===== src/rtl/mbwf_pkg.sv =====
// Package for the Modbus function-16 frame builder: payload types, queue entry,
// frame byte indexes and protocol constants. No dependencies.
`default_nettype none
package mbwf_pkg;

  localparam int unsigned MAX_WORDS = 5;
  localparam int unsigned QDEPTH    = 2;
  localparam int unsigned QADDR_W   = (QDEPTH > 1) ? $clog2(QDEPTH) : 1;
  localparam int unsigned QCNT_W    = $clog2(QDEPTH + 1);

  localparam logic [15:0] CRC_PRESET       = 16'hFFFF;
  localparam logic [15:0] CRC_POLY         = 16'hA001;
  localparam logic [7:0]  FUNC_WRITE_MULTI = 8'h10;
  localparam logic [7:0]  REGS_PER_WORD    = 8'h02;

  // Byte positions within one frame.
  localparam logic [3:0] IDX_STATION  = 4'd0;
  localparam logic [3:0] IDX_FUNC     = 4'd1;
  localparam logic [3:0] IDX_ADDR_HI  = 4'd2;
  localparam logic [3:0] IDX_ADDR_LO  = 4'd3;
  localparam logic [3:0] IDX_REGS_HI  = 4'd4;
  localparam logic [3:0] IDX_REGS_LO  = 4'd5;
  localparam logic [3:0] IDX_BYTES    = 4'd6;
  localparam logic [3:0] IDX_DATA_3   = 4'd7;
  localparam logic [3:0] IDX_DATA_2   = 4'd8;
  localparam logic [3:0] IDX_DATA_1   = 4'd9;
  localparam logic [3:0] IDX_DATA_0   = 4'd10;
  localparam logic [3:0] IDX_CRC_LO   = 4'd11;
  localparam logic [3:0] IDX_CRC_HI   = 4'd12;

  typedef struct packed {
    logic [7:0]  station;
    logic [15:0] start_register;
    logic [2:0]  word_count;
    logic [31:0] data_word;
  } mbwf_in_t;

  typedef struct packed {
    logic [7:0] frame_byte;
    logic       frame_end;
  } mbwf_out_t;

  // One classified word on its way to the serializer.
  typedef struct packed {
    logic        first;
    logic        last;
    logic [7:0]  station;
    logic [15:0] start_register;
    logic [2:0]  words;
    logic [31:0] data_word;
  } mbwf_cmd_t;

endpackage
`default_nettype wire


===== src/rtl/mbwf_front.sv =====
// Front end of the frame builder: accepts words, tracks the open frame and
// classifies each word as first / last. Depends on mbwf_pkg.
`default_nettype none
module mbwf_front (
  input  wire logic              clk,
  input  wire logic              rst_n,
  input  wire logic              in_valid,
  output logic                   in_ready,
  input  wire mbwf_pkg::mbwf_in_t in_data,
  output logic                   push_valid,
  input  wire logic              push_ready,
  output mbwf_pkg::mbwf_cmd_t    push_cmd
);

  localparam logic [2:0] MAX_N = 3'(mbwf_pkg::MAX_WORDS);

  logic [2:0] words_left_r, words_left_nxt;
  logic [2:0] n_sat;
  logic       open_frame;
  logic       accept;

  assign in_ready   = push_ready;
  assign push_valid = in_valid;
  assign accept     = in_valid && push_ready;
  assign open_frame = (words_left_r != 3'd0);

  always_comb begin
    // Saturate the count: zero counts as one, clamp above the maximum.
    if (in_data.word_count == 3'd0) begin
      n_sat = 3'd1;
    end else if (in_data.word_count > MAX_N) begin
      n_sat = MAX_N;
    end else begin
      n_sat = in_data.word_count;
    end
  end

  always_comb begin
    push_cmd.station        = in_data.station;
    push_cmd.start_register = in_data.start_register;
    push_cmd.data_word      = in_data.data_word;
    push_cmd.words          = n_sat;
    push_cmd.first          = !open_frame;
    if (open_frame) begin
      push_cmd.last  = (words_left_r == 3'd1);
      words_left_nxt = words_left_r - 3'd1;
    end else begin
      push_cmd.last  = (n_sat == 3'd1);
      words_left_nxt = n_sat - 3'd1;
    end
  end

  always_ff @(posedge clk) begin
    if (!rst_n) begin
      words_left_r <= 3'd0;
    end else if (accept) begin
      words_left_r <= words_left_nxt;
    end
  end

endmodule
`default_nettype wire


===== src/rtl/mbwf_queue.sv =====
// Short queue between front and back ends of the frame builder.
// Register array of mbwf_pkg::QDEPTH entries; depends on mbwf_pkg.
`default_nettype none
module mbwf_queue (
  input  wire logic                clk,
  input  wire logic                rst_n,
  input  wire logic                push_valid,
  output logic                     push_ready,
  input  wire mbwf_pkg::mbwf_cmd_t push_cmd,
  output logic                     pop_valid,
  input  wire logic                pop_ready,
  output mbwf_pkg::mbwf_cmd_t      pop_cmd
);

  localparam logic [mbwf_pkg::QCNT_W-1:0] DEPTH = mbwf_pkg::QCNT_W'(mbwf_pkg::QDEPTH);

  mbwf_pkg::mbwf_cmd_t             mem_r [mbwf_pkg::QDEPTH];
  logic [mbwf_pkg::QADDR_W-1:0]    wr_ptr_r, rd_ptr_r;
  logic [mbwf_pkg::QCNT_W-1:0]     cnt_r;
  logic                            push, pop;

  assign push_ready = (cnt_r != DEPTH);
  assign pop_valid  = (cnt_r != '0);
  assign pop_cmd    = mem_r[rd_ptr_r];
  assign push       = push_valid && push_ready;
  assign pop        = pop_valid && pop_ready;

  always_ff @(posedge clk) begin
    if (push) begin
      mem_r[wr_ptr_r] <= push_cmd;
    end
  end

  always_ff @(posedge clk) begin
    if (!rst_n) begin
      wr_ptr_r <= '0;
      rd_ptr_r <= '0;
      cnt_r    <= '0;
    end else begin
      if (push) begin
        wr_ptr_r <= wr_ptr_r + 1'b1;
      end
      if (pop) begin
        rd_ptr_r <= rd_ptr_r + 1'b1;
      end
      if (push && !pop) begin
        cnt_r <= cnt_r + 1'b1;
      end else if (pop && !push) begin
        cnt_r <= cnt_r - 1'b1;
      end
    end
  end

  a_cnt_bound: assert property (@(posedge clk) disable iff (!rst_n) cnt_r <= DEPTH)
    else $error("queue count above depth");
  a_cnt_inc: assert property (@(posedge clk) disable iff (!rst_n)
    (push && !pop) |=> (cnt_r == $past(cnt_r) + 1'b1))
    else $error("queue count missed a push");
  a_cnt_dec: assert property (@(posedge clk) disable iff (!rst_n)
    (pop && !push) |=> (cnt_r == $past(cnt_r) - 1'b1))
    else $error("queue count missed a pop");

endmodule
`default_nettype wire


===== src/rtl/mbwf_back.sv =====
// Back end of the frame builder: serializes queued words into frame bytes,
// runs the CRC-16/Modbus one byte per cycle while a word waits and the output
// is not stalled, drives the output register. Depends on mbwf_pkg.
`default_nettype none
module mbwf_back (
  input  wire logic                clk,
  input  wire logic                rst_n,
  input  wire logic                head_valid,
  output logic                     head_pop,
  input  wire mbwf_pkg::mbwf_cmd_t head_cmd,
  output logic                     out_valid,
  input  wire logic                out_ready,
  output mbwf_pkg::mbwf_out_t      out_data
);

  function automatic logic [15:0] crc_byte(input logic [15:0] crc, input logic [7:0] b);
    logic [15:0] c;
    c = crc ^ {8'h00, b};
    for (int k = 0; k < 8; k++) begin
      c = c[0] ? ((c >> 1) ^ mbwf_pkg::CRC_POLY) : (c >> 1);
    end
    return c;
  endfunction

  logic                busy_r, busy_nxt;
  logic [3:0]          idx_r, idx_nxt;
  logic [15:0]         crc_r, crc_nxt;
  logic                out_valid_r, out_valid_nxt;
  mbwf_pkg::mbwf_out_t out_data_r;
  logic [3:0]          cur_idx, end_idx;
  logic [7:0]          cur_byte;
  logic [15:0]         regs16, crc_base;
  logic                step, final_byte;

  assign step     = head_valid && (!out_valid_r || out_ready);
  assign cur_idx  = busy_r ? idx_r
                  : (head_cmd.first ? mbwf_pkg::IDX_STATION : mbwf_pkg::IDX_DATA_3);
  assign end_idx  = head_cmd.last ? mbwf_pkg::IDX_CRC_HI : mbwf_pkg::IDX_DATA_0;
  assign final_byte = (cur_idx == end_idx);
  assign head_pop = step && final_byte;
  assign regs16   = 16'(head_cmd.words) * 16'(mbwf_pkg::REGS_PER_WORD);
  assign crc_base = (cur_idx == mbwf_pkg::IDX_STATION) ? mbwf_pkg::CRC_PRESET : crc_r;

  always_comb begin
    case (cur_idx)
      mbwf_pkg::IDX_STATION: cur_byte = head_cmd.station;
      mbwf_pkg::IDX_FUNC:    cur_byte = mbwf_pkg::FUNC_WRITE_MULTI;
      mbwf_pkg::IDX_ADDR_HI: cur_byte = head_cmd.start_register[15:8];
      mbwf_pkg::IDX_ADDR_LO: cur_byte = head_cmd.start_register[7:0];
      mbwf_pkg::IDX_REGS_HI: cur_byte = regs16[15:8];
      mbwf_pkg::IDX_REGS_LO: cur_byte = regs16[7:0];
      mbwf_pkg::IDX_BYTES:   cur_byte = 8'({head_cmd.words, 2'b00});
      mbwf_pkg::IDX_DATA_3:  cur_byte = head_cmd.data_word[31:24];
      mbwf_pkg::IDX_DATA_2:  cur_byte = head_cmd.data_word[23:16];
      mbwf_pkg::IDX_DATA_1:  cur_byte = head_cmd.data_word[15:8];
      mbwf_pkg::IDX_DATA_0:  cur_byte = head_cmd.data_word[7:0];
      mbwf_pkg::IDX_CRC_LO:  cur_byte = crc_r[7:0];
      mbwf_pkg::IDX_CRC_HI:  cur_byte = crc_r[15:8];
      default:               cur_byte = 8'h00;
    endcase
  end

  always_comb begin
    busy_nxt      = busy_r;
    idx_nxt       = idx_r;
    crc_nxt       = crc_r;
    out_valid_nxt = out_valid_r && !out_ready;
    if (step) begin
      out_valid_nxt = 1'b1;
      busy_nxt      = !final_byte;
      idx_nxt       = cur_idx + 4'd1;
      // Fold header and data bytes into the CRC; hold it over the CRC bytes.
      if (cur_idx <= mbwf_pkg::IDX_DATA_0) begin
        crc_nxt = crc_byte(crc_base, cur_byte);
      end
    end
  end

  always_ff @(posedge clk) begin
    if (!rst_n) begin
      busy_r      <= 1'b0;
      idx_r       <= mbwf_pkg::IDX_STATION;
      crc_r       <= mbwf_pkg::CRC_PRESET;
      out_valid_r <= 1'b0;
    end else begin
      busy_r      <= busy_nxt;
      idx_r       <= idx_nxt;
      crc_r       <= crc_nxt;
      out_valid_r <= out_valid_nxt;
    end
  end

  always_ff @(posedge clk) begin
    if (step) begin
      out_data_r.frame_byte <= cur_byte;
      out_data_r.frame_end  <= (cur_idx == mbwf_pkg::IDX_CRC_HI);
    end
  end

  assign out_valid = out_valid_r;
  assign out_data  = out_data_r;

  a_idx_range: assert property (@(posedge clk) disable iff (!rst_n)
    busy_r |-> (idx_r >= mbwf_pkg::IDX_FUNC && idx_r <= mbwf_pkg::IDX_CRC_HI))
    else $error("byte index out of frame");
  a_crc_only_last: assert property (@(posedge clk) disable iff (!rst_n)
    (step && cur_idx >= mbwf_pkg::IDX_CRC_LO) |-> head_cmd.last)
    else $error("crc byte on a word that does not close the frame");
  a_end_pops: assert property (@(posedge clk) disable iff (!rst_n)
    (step && cur_idx == mbwf_pkg::IDX_CRC_HI) |=> (out_data.frame_end && !busy_r))
    else $error("frame end not marked or serializer still busy");

endmodule
`default_nettype wire


===== src/rtl/modbus_write_multiple_frame_builder_unit.sv =====
// Top level of the Modbus RTU function-16 request frame builder.
// Instantiates mbwf_front, mbwf_queue and mbwf_back; depends on mbwf_pkg.
//
// Usage:
//   in_*  : one 32-bit data word per transfer. On the first word of a frame
//           station, start_register and word_count are taken as well; word
//           count zero counts as one, counts above MAX_WORDS are clamped.
//   out_* : one frame byte per transfer; frame_end marks the CRC high byte.
//   A frame is station, 0x10, address hi/lo, register count hi/lo, byte
//   count, four big-endian bytes per word, then the CRC-16/Modbus low/high.
// Throughput: the serializer emits one byte per cycle while the receiver
//   does not stall; a word runs from the station byte (first word) or its
//   first data byte through its last data byte, or the CRC high byte when it
//   closes the frame. A word's first byte passes the queue and the output register.
// The front end keeps accepting into a two-entry queue while the back end
//   works; when the receiver stalls, the output byte holds and in_ready
//   drops once the queue is full.
// Reset: queue empty, no frame open, CRC at its preset.
`default_nettype none
module modbus_write_multiple_frame_builder_unit (
  input  wire logic                clk,
  input  wire logic                rst_n,
  input  wire logic                in_valid,
  output logic                     in_ready,
  input  wire mbwf_pkg::mbwf_in_t  in_data,
  output logic                     out_valid,
  input  wire logic                out_ready,
  output mbwf_pkg::mbwf_out_t      out_data
);

  logic                push_valid, push_ready;
  mbwf_pkg::mbwf_cmd_t push_cmd;
  logic                head_valid, head_pop;
  mbwf_pkg::mbwf_cmd_t head_cmd;

  // Classify words and track the open frame.
  mbwf_front u_front (
    .clk        (clk),
    .rst_n      (rst_n),
    .in_valid   (in_valid),
    .in_ready   (in_ready),
    .in_data    (in_data),
    .push_valid (push_valid),
    .push_ready (push_ready),
    .push_cmd   (push_cmd)
  );

  // Decouple the front from the byte serializer.
  mbwf_queue u_queue (
    .clk        (clk),
    .rst_n      (rst_n),
    .push_valid (push_valid),
    .push_ready (push_ready),
    .push_cmd   (push_cmd),
    .pop_valid  (head_valid),
    .pop_ready  (head_pop),
    .pop_cmd    (head_cmd)
  );

  // Serialize bytes, run the CRC, drive the output register.
  mbwf_back u_back (
    .clk        (clk),
    .rst_n      (rst_n),
    .head_valid (head_valid),
    .head_pop   (head_pop),
    .head_cmd   (head_cmd),
    .out_valid  (out_valid),
    .out_ready  (out_ready),
    .out_data   (out_data)
  );

endmodule
`default_nettype wire


===== config.mk =====
export PLATFORM = sky130hd
export DESIGN_NAME = modbus_write_multiple_frame_builder_unit
export DESIGN_NICKNAME = d
export VERILOG_FILES = /design/src/rtl/mbwf_pkg.sv /design/src/rtl/mbwf_front.sv /design/src/rtl/mbwf_queue.sv /design/src/rtl/mbwf_back.sv /design/src/rtl/modbus_write_multiple_frame_builder_unit.sv
export SDC_FILE = /design/constraint.sdc
export NUM_CORES = 1
export LEC_CHECK = 0
export BUFFER_PORTS_ARGS = -buffer_cell sky130_fd_sc_hd__buf_4
export CORE_UTILIZATION = 64
export DETAILED_ROUTE_END_ITERATION = 6
export GPL_TIMING_DRIVEN = 0
export PLACE_DENSITY = 0.91
export SLEW_MARGIN = 20
export SYNTH_ARGS = -nofsm -noshare
export SYNTH_HDL_FRONTEND = slang
export SYNTH_HIERARCHICAL = 1
export SYNTH_SLANG_ARGS = --single-unit

===== constraint.sdc =====
create_clock -name clk -period 10.25 [get_ports clk]
set_input_delay 3.075 -clock clk [delete_from_list [all_inputs] [get_ports clk]]
set_output_delay 3.075 -clock clk [all_outputs]
set_load 0.03 [all_outputs]

Yosys cells after proc, flatten, opt, wreduce, memory -nomap -nowiden
Memories as Yosys holds them, arrays and structs flattened. A register that Yosys moved wholly into a read port is not among the register bits.
Index checks and enable logic that the tools add are counted.
{"block": "word_totals", "regBits": 38, "ramBits": 122, "input_bits": 63, "wordCells": 88, "mem_count": 1}
{"block": "classes", "add_sub_neg": 7, "magnitude_cmp": 2, "n_eq_ne": 15, "n_mux": 24, "bitwise_logic": 9, "reduce_logical": 20}
{"memory": "u_queue.mem_r", "words": 2, "word_bits": 61, "rd": 1, "rd_clocked_by_memory_dff": 1, "wr": 1, "line_no": "mbwf_queue.sv:17", "rtl": "mbwf_pkg::mbwf_cmd_t mem_r [mbwf_pkg::QDEPTH];"}
{"operator": "$mux W16", "count": 9}
{"operator": "$pmux W8 S12", "count": 1}
{"operator": "$not A2 Y3", "count": 8}
{"operator": "$eq A4 B4 Y1 const B", "count": 5}
{"operator": "$xor A16 B8 Y16", "count": 1}
{"operator": "$mux W3", "count": 5}
{"operator": "$eq A4 B3 Y1 const B", "count": 3}
{"operator": "$eq A4 B2 Y1 const B", "count": 2}
{"operator": "$logic_and A1 B1 Y1", "count": 7}
{"operator": "$eq A3 B1 Y1 const B", "count": 2}
{"operator": "$logic_not A1 Y1", "count": 6}
{"operator": "$mux W1", "count": 6}
{"operator": "$sub A3 B1 Y3 const B", "count": 2}
{"operator": "$add A4 B1 Y4 const B", "count": 1}
{"operator": "$eq A4 B1 Y1 const B", "count": 1}
{"operator": "$eq A4 B4 Y1", "count": 1}
{"operator": "$le A4 B4 Y1 const B", "count": 1}
{"operator": "$logic_not A4 Y1", "count": 1}
{"operator": "$mux W2", "count": 2}
{"operator": "$mux W4", "count": 1}
{"operator": "$reduce_bool A2 Y1", "count": 2}
{"operator": "$gt A3 B3 Y1 const B", "count": 1}
{"operator": "$logic_not A3 Y1", "count": 1}
{"operator": "$reduce_bool A3 Y1", "count": 1}
{"operator": "other kinds (6)", "count": 7}

Logic depth before layout (Yosys ltp)
Gate-level depths: netlist of run 1.
{"block": "depth", "depth_word": 21, "ltp_mapped": 19, "depth_no_buf": 14}

Cells and area by module
Netlist of run 1, hierarchy kept.
{"mod": "mbwf_queue", "instances": 1, "cells_each": 214, "area_each_um2": 4628.2, "seq_area_each_um2": 3763.6}
{"mod": "mbwf_back", "instances": 1, "cells_each": 276, "area_each_um2": 2387.3, "seq_area_each_um2": 710.7}
{"mod": "mbwf_front", "instances": 1, "cells_each": 92, "area_each_um2": 724.4, "seq_area_each_um2": 60.1}

Worst setup path after synthesis of run 1
No wires, ideal clock.
{"block": "synth_timing", "path_type": "in2reg", "startpoint": "in in_valid", "endpoint": "mem u_queue/mem_r[1][0] in the netlist's numbering, enable pin", "setup_time_ns": 0.426, "arrival_time_ns": 4.658, "required_ns": 9.824, "path_slack_ns": 5.166, "cell_stages": 2, "n_path_buf": 1, "cell_sequence": "buf_4 and3_1"}
{"block": "synth_between", "elab_chain_len": 3}
{"item": "start, declared", "line_no": "modbus_write_multiple_frame_builder_unit.sv:23", "rtl": "input wire logic in_valid,"}
{"item": "$logic_and A1 B1 Y1", "line_no": "mbwf_queue.sv:25", "rtl": "assign push = push_valid && push_ready;"}
{"item": "$mux W1", "line_no": "mbwf_queue.sv:29", "rtl": "if (push) begin"}
{"item": "$mux W1 (implied by the code)", "line_no": "mbwf_queue.sv:30", "rtl": "mem_r[wr_ptr_r] <= push_cmd;"}
{"item": "end, declared", "line_no": "mbwf_queue.sv:17"}
No other way between the ends.

Final worst setup path of run 1
{"block": "layout_timing", "startpoint": "in out_ready", "endpoint": "reg u_queue/cnt_r[1] in the netlist's numbering"}
{"block": "layout_between", "elab_chain_len": 7, "elab_cells_between_ends": 9, "classes_between": "1 x mux; 8 x reduce/logical"}
{"item": "start, declared", "line_no": "modbus_write_multiple_frame_builder_unit.sv:27", "rtl": "input wire logic out_ready,"}
{"item": "$logic_or A1 B1 Y1 (*)", "line_no": "mbwf_back.sv:35", "rtl": "assign step = head_valid && (!out_valid_r || out_ready);"}
{"item": "$logic_and A1 B1 Y1 (*)", "line_no": "mbwf_back.sv:35"}
{"item": "$logic_and A1 B1 Y1 (*)", "line_no": "mbwf_back.sv:40", "rtl": "assign head_pop = step && final_byte;"}
{"item": "via head_pop", "line_no": "modbus_write_multiple_frame_builder_unit.sv:33", "rtl": "logic head_valid, head_pop;"}
{"item": "$logic_and A1 B1 Y1 (*)", "line_no": "mbwf_queue.sv:26", "rtl": "assign pop = pop_valid && pop_ready;"}
{"item": "$logic_not A1 Y1", "line_no": "mbwf_queue.sv:46", "rtl": "if (push && !pop) begin"}
{"item": "$logic_and A1 B1 Y1", "line_no": "mbwf_queue.sv:46"}
{"item": "$mux W2 / $reduce_bool A2 Y1 (equally long branches)"}
{"item": "end signal, assigned", "line_no": "mbwf_queue.sv:47", "rtl": "cnt_r <= cnt_r + 1'b1;"}
{"item": "end signal, assigned", "line_no": "mbwf_queue.sv:49", "rtl": "cnt_r <= cnt_r - 1'b1;"}
{"item": "end, declared", "line_no": "mbwf_queue.sv:19", "rtl": "logic [mbwf_pkg::QCNT_W-1:0] cnt_r;"}
The timed path passes the listed nets; every way through them passes the cells marked *.
A chain may end at the register's enable or synchronous reset.

==> qor.yml, run 1 <==
status: "finished, violations left"
violations: "DRC"
post-route-period-util_pct: 49.6
start_util_pct: 66.6
syn_inst: 582
cap_violations: 0
drc: 2
cts_setup_buffers: 0
synth_ff_type: "edfxtp_1"
cts_root_buf: "clkbuf_16"
worstHoldPathCells: 2
async_flop_share_pct: 0
synth_nets: 655
ys_types: 66
drv_slew: 0
antenna_found_initial: 0
synth_top_family_by_area: "multiplexers"
syn_area_per_cell_sq_um: 13.3
p_per_area_mw_per_mm2: 252
clock_latency_ns: 0.43
nNetsFinal: 693
cts_buffer_depth: 2
drt_iter0_markers: 426
max_freq_mhz: 197
fp.dieH_um: 112
worst_setup_path_start_kind: "input pin"
place_ws_ns: 4.75
grt_max_degree: 54
hold_viol: 0
dr_total_vias: 4792
routed_wl_mm: 16.3
setup_tns_ns: 0
drive_gt1_share_pct: 32.5
syn-cell-area_sq_mm: 0.00774
worst_pin_slew_ns: 0.869
synth.mux.area_fraction_pct: 9.93
grt_pass1_wl_mm: 25.6
die_area_sq_mm: 0.0125
routed_via_density: 6.18
grt_pass1_vias: 4919
place_congestion: 0.940
cp_max_fo: 9
ioPinCount: 74
setup_viol: 0
crit_type: "input pin to flop"
dp_hpwl_mm: 11.4
core_area_sq_mm: 0.0116
yosysSeqAreaShare_pct: 58.6
clock_sinks: 161
die_x_um: 112
post_drt_wl_per_cell_um: 21.1
firstDrtPassIters: 7
n_antenna_cell: 0
yosys_warnings: 6
worst_ep_required_time_ns: 10.60
end_kind: "flop"
cts_tree: "done"
io_buffers: 17
htreeDepth: 4
slew_headroom_pct: 42.0
worst_slack_ns: 5.16
finClkSkew_ns: 0.0117
reg2reg_depth: 17
peakVddDrop_v: 0.000165
synth-compound-area-share_pct: 9.30
path_clk_slew_ns: 0.06
row_count: 39
final_antenna_net_count: 0
final_common_cell: "edfxtp_1"
synth_fa_ha_area_share_pct: 1.62
grt_use_total_pct: 27.9
rsz0062_at_grt: "false"
final_cell_mix: "edfxtp_1, buf_4, mux2_2"
synth_xor_area_share_pct: 5.04
yosys.area_share.simple_pct: 7.39
hold_buffers: 0
cts_resized: 0
cts_buffers: 17
worst_hold_slack_ns: 0.488
min_period_ns: 5.09
synth_seq_cells: 161
cp.arrival_ns: 5.44
syn_to_final_growth_pct: 12.1
overflow: 0
hold_class: "flop to flop"
leakagePower_nw: 3.21
synth_edf_count: 131
per-layer routing:
layer | wire length [um] | part of all wire, % | global-route usage (%) | vias to the layer above
met5 | 0 | 0 | 0 | -
met4 | 646 | 4.0 | 13.9 | 0
met3 | 1260 | 7.7 | 6.75 | 50
met2 | 8310 | 51 | 47.7 | 256
met1 | 6130 | 38 | 32.9 | 2324
li1 | - | - | - | 2162
synth_stat cells, drive strengths merged (2+ instances only):
| library cell | count | share of area [%] |
|---|---|---|
| edfxtp | 131 | 51 |
| buf | 76 | 7.0 |
| mux2 | 62 | 9.0 |
| nand2 | 32 | 1.6 |
| dfxtp | 30 | 7.8 |
| nor2 | 29 | 1.4 |
| xnor2 | 25 | 2.9 |
| o21ai | 21 | 1.4 |
| inv | 15 | 0.73 |
| a21oi | 12 | 0.78 |
| a22oi | 10 | 0.97 |
| ha | 10 | 1.6 |
| clkbuf | 9 | 0.44 |
| o211ai | 9 | 0.94 |
| xor2 | 9 | 1.2 |
| a21boi | 8 | 0.78 |
| a222oi | 7 | 0.91 |
| and2 | 7 | 0.60 |
| mux2i | 7 | 0.91 |
| nor3 | 7 | 0.45 |
| nand3 | 6 | 0.39 |
| nand3b | 6 | 0.58 |
| nand2b | 5 | 0.50 |
| a2111oi | 4 | 0.78 |
| a221o | 3 | 0.40 |
| a31oi | 3 | 0.24 |
| nand4 | 3 | 0.24 |
| nor2b | 3 | 0.34 |
| o22a | 3 | 0.34 |
| o22ai | 3 | 0.24 |
| or2 | 3 | 0.24 |
| o211a | 2 | 0.26 |
| o31a | 2 | 0.23 |
| or3 | 2 | 0.16 |
| xnor3 | 2 | 0.58 |
critical path: stages:
cell and delay, ns:
buf_4 0.07, nand2b_1 0.10, nand2_1 0.18, a2111oi_0 0.74, o21ai_1 0.29, ha_1 0.42
or3_1 0.39, a21boi_1 0.17
registers in the layout, indices dropped and copies added, names as in the netlist, named ones only:
register	flops
u_front/words_left_r	3
u_back/busy_r	1
u_queue/mem_r	122
u_back/out_valid	1
u_back/out_data	9
u_back/idx_r	4
u_queue/wr_ptr_r	1
u_back/crc_r	16
u_queue/rd_ptr_r	1
u_queue/cnt_r	2
cells by family (layout without fill, tap and decap cells):
kind of cell | count (synthesis) | count (layout)
multiplexers | 69 | 69
AND/OR/NAND/NOR | 109 | 109
AO/OA/AOI/OAI | 96 | 96
flip-flops | 161 | 161
XOR/XNOR | 37 | 37
buffers and inverters | 100 | 151
adder cells (fa/ha/maj) | 10 | 10
worst paths after layout:
check | startpoint | end | slack, ns
worst max-delay path | out_ready | u_queue/cnt_r[1] | 5.16
worst min-delay path | u_back/idx_r[1] | u_back/idx_r[1] | 0.49
worst max register to register | flop | u_back/crc_r[15] | 5.21
worst min register to register | u_back/idx_r[1] | u_back/idx_r[1] | 0.49
cell type report:
class,instances,area [sq um]
plain buffers,85,574
flip-flops and latches,161,4530
multi-input cells,321,2580
fillers,719,2930
clock buffers,20,437
well taps,143,179
clock inverters,12,134
repair buffers,19,183
inverters,15,58.8
power by group:
part           total (mW)  internal (mW)  switching [mW]
Combinational       0.735          0.337           0.398
Sequential          0.844          0.801          0.0435
Clock               0.607          0.359           0.248
Total                2.19           1.50           0.689
through the flow:
stage | util [%] | cell area, sq um | power (mW) | std cells
floorplan | - | 7740 | 1.41 | 582
global route | 74.7 | 8680 | 2.28 | 776
CTS | 74.7 | 8680 | 2.18 | 776
detailed placement | 69.8 | 8110 | 1.57 | 744
global placement | 69.3 | 8050 | 1.54 | 742
finish | 74.7 | 8680 | 2.19 | 776
No activity file was read; power rests on OpenSTA's default activity.
==> run 2: changes to the inputs <==
--- a/config.mk
+++ b/config.mk
@@ -6,10 +6,10 @@
 export NUM_CORES = 1
 export LEC_CHECK = 0
 export BUFFER_PORTS_ARGS = -buffer_cell sky130_fd_sc_hd__buf_4
-export CORE_UTILIZATION = 64
+export CORE_UTILIZATION = 54
 export DETAILED_ROUTE_END_ITERATION = 6
 export GPL_TIMING_DRIVEN = 0
-export PLACE_DENSITY = 0.91
+export PLACE_DENSITY = 0.83
 export SLEW_MARGIN = 20
 export SYNTH_ARGS = -nofsm -noshare
 export SYNTH_HDL_FRONTEND = slang
==> constraint.sdc (replaced) <==
create_clock -name clk -period 4.3 [get_ports clk]
set_input_delay 1.29 -clock clk [delete_from_list [all_inputs] [get_ports clk]]
set_output_delay 1.29 -clock clk [all_outputs]
set_load 0.03 [all_outputs]
==> run 2 against run 1 <==
- the flow now finishes without violations
- core utilization is 11 points lower
- highest routed layer unchanged
- count of clock-buffer cells in the layout is 3 lower
- wire length is 2.7% lower
- register-to-register slack worse by 5.0 ns
- critical path type is now flop to flop
- power is 140% higher
- clock skew is 0.0039 ns lower
- sequential share of layout area is 1.1 points lower
- clock power is 140% higher
==> qor.yml, run 2 (synthesis results as in run 1) <==
worst_setup_path_start_kind: "flop"
nNetsFinal: 698
hold_end: "u_back/crc_r[12]"
place_congestion: 0.930
hold_class: "flop to flop"
grt_pass1_vias: 4786
p_switching_mw: 1.65
dr_total_vias: 4796
io_buffers: 17
fin_util_pct: 63.6
dp_hpwl_mm: 11.0
crit_type: "flop to flop"
post-route-period-util_pct: 95.5
reg2reg_depth: 16
r2r-end: "u_back/crc_r[0]"
rrSetupSlack_ns: 0.19
pwr-share-seq_pct: 38.3
fp.dieH_um: 122
regMostFlops: "u_queue/mem_r"
routed_wl_mm: 15.9
leakagePower_nw: 3.28
row_count: 43
final_common_cell: "edfxtp_1"
final_cell_mix: "edfxtp_1, buf_4, mux2_2"
clock_latency_ns: 0.43
grt_use_total_pct: 23.2
clock_sinks: 161
p_comb_share_pct: 34.4
max_freq_mhz: 243
intPower_mw: 3.60
slowest_stage: "a222oi_1"
n_antenna_cell: 0
grt_max_degree: 50
swShare_pct: 31.4
cts_tree: "done"
cap_violations: 0
min_period_ns: 4.11
cp_num_buf_inv: 4
drive_gt1_share_pct: 34.5
min_from: "u_back/crc_r[12]"
routed_via_density: 5.86
start_util_pct: 55.5
worstHoldPathCells: 2
n_fill_cell: 1010
cts_root_buf: "clkbuf_16"
ioPinCount: 74
worst_ep_required_time_ns: 4.58
die_x_um: 122
largest_reg_flops: 122
seqCellArea_sq_mm: 0.00453
slowest_delay_ns: 0.48
cp_top_family: "compound AO/OA/AOI/OAI gates"
cts_buffer_depth: 2
power_mw: 5.25
drt_iter0_markers: 531
die_area_sq_mm: 0.0148
core_area_sq_mm: 0.0139
setup_viol: 0
cts_buffers: 17
cp.arrival_ns: 4.39
post_drt_wl_per_cell_um: 19.4
hold_buffers: 0
grt_pass1_wl_mm: 25.1
overflow: 0
p_clk_share_pct: 27.4
finClkSkew_ns: 0.00784
end_kind: "flop"
cp_max_fo: 10
htreeDepth: 4
final_antenna_net_count: 0
multi_input_area_sq_mm: 0.00265
antenna_found_initial: 0
hold_viol: 0
drv_slew: 0
firstDrtPassIters: 5
p_per_area_mw_per_mm2: 593
drc: 0
cp_cell_sequence: "buf_12, mux2_2, nand2b_1, buf_4, o21a_4, inv_1, ha_1, buf_4, a222oi_1, o21ai_1, a221o_1, xor3_2, xor2_4, xnor3_1, nor2_1, o21ai_1"
worst_pin_slew_ns: 0.698
peakVddDrop_v: 0.000334
slew_headroom_pct: 52.3
path_clk_slew_ns: 0.06
status: "finished, final reports clean"
syn_to_final_growth_pct: 14.5
run 2: worst max-delay path by stage:
stage                                   to  slack, ns  cells after the start
after floorplan           u_back/crc_r[15]       0.37                     17
after global placement     u_back/crc_r[0]      -0.54                     16
after detailed placement  u_back/crc_r[15]      -0.63                     16
after CTS                 u_back/crc_r[15]      0.003                     17
after global routing       u_back/crc_r[0]      -0.01                     18
final                      u_back/crc_r[0]       0.19                     16
run 2: final cells by class:
class,count,area share [%]
Buffer,84,6.76
Clock buffer,17,4.80
Clock inverter,15,1.64
Inverter,15,0.663
Multi-Input combinational cell,321,29.9
Sequential cell,161,51.2
Tap cell,180,2.54
Timing Repair Buffer,25,2.57
run 2: what timing repair did:
| item | CTS | global route |
|---|---|---|
| gates resized for setup | 16 | 12 |
| buffers inserted | 0 | 6 |
| endpoints found under the hold margin | 0 | 0 |
| endpoints found under the setup margin | 6 | 3 |
| pin swaps | 7 | 10 |
run 2: worst register-to-register path, stage by stage (launching register included):
cell	delay, ns
dfxtp_1	0.37
buf_12	0.12
mux2_2	0.36
nand2b_1	0.08
buf_4	0.17
o21a_4	0.17
inv_1	0.06
ha_1	0.25
buf_4	0.22
a222oi_1	0.48
o21ai_1	0.12
a221o_1	0.32
xor3_2	0.47
xor2_4	0.22
xnor3_1	0.40
nor2_1	0.10
o21ai_1	0.08
run 2: metrics by stage:
| step | instance area, sq um | setup slack, ns | cells | hold slack (ns) | TNS [ns] |
|---|---|---|---|---|---|
| floorplan | 7740 | 0.371 | 582 | 0.454 | 0 |
| global placement | 8090 | -0.543 | 779 | 0.469 | -1.43 |
| detailed placement | 8160 | -0.634 | 781 | 0.475 | -1.76 |
| CTS | 8800 | 0.00282 | 813 | 0.500 | 0 |
| global route | 8860 | -0.0118 | 818 | 0.533 | -0.0118 |
| finish | 8860 | 0.192 | 818 | 0.507 | 0 |
run 2: layer usage:
layer  vias up  part of all wire [%]  track usage, %
li1       2177                     -               -
met3        35                   8.1            5.52
met4         0                   2.8            12.7
met5         -                     0               0
met2       250                    49            36.9
met1      2334                    40            29.5
run 2: power groups by stage:
stage / Combinational (mW) / Sequential [mW] / Clock [mW]
final: 1.81 / 2.01 / 1.44
after global routing: 1.95 / 2.03 / 1.52
after CTS: 1.77 / 2.01 / 1.46
after detailed placement: 1.69 / 2.04 / 0
after global placement: 1.65 / 2.04 / 0
after floorplan: 1.28 / 2.07 / 0
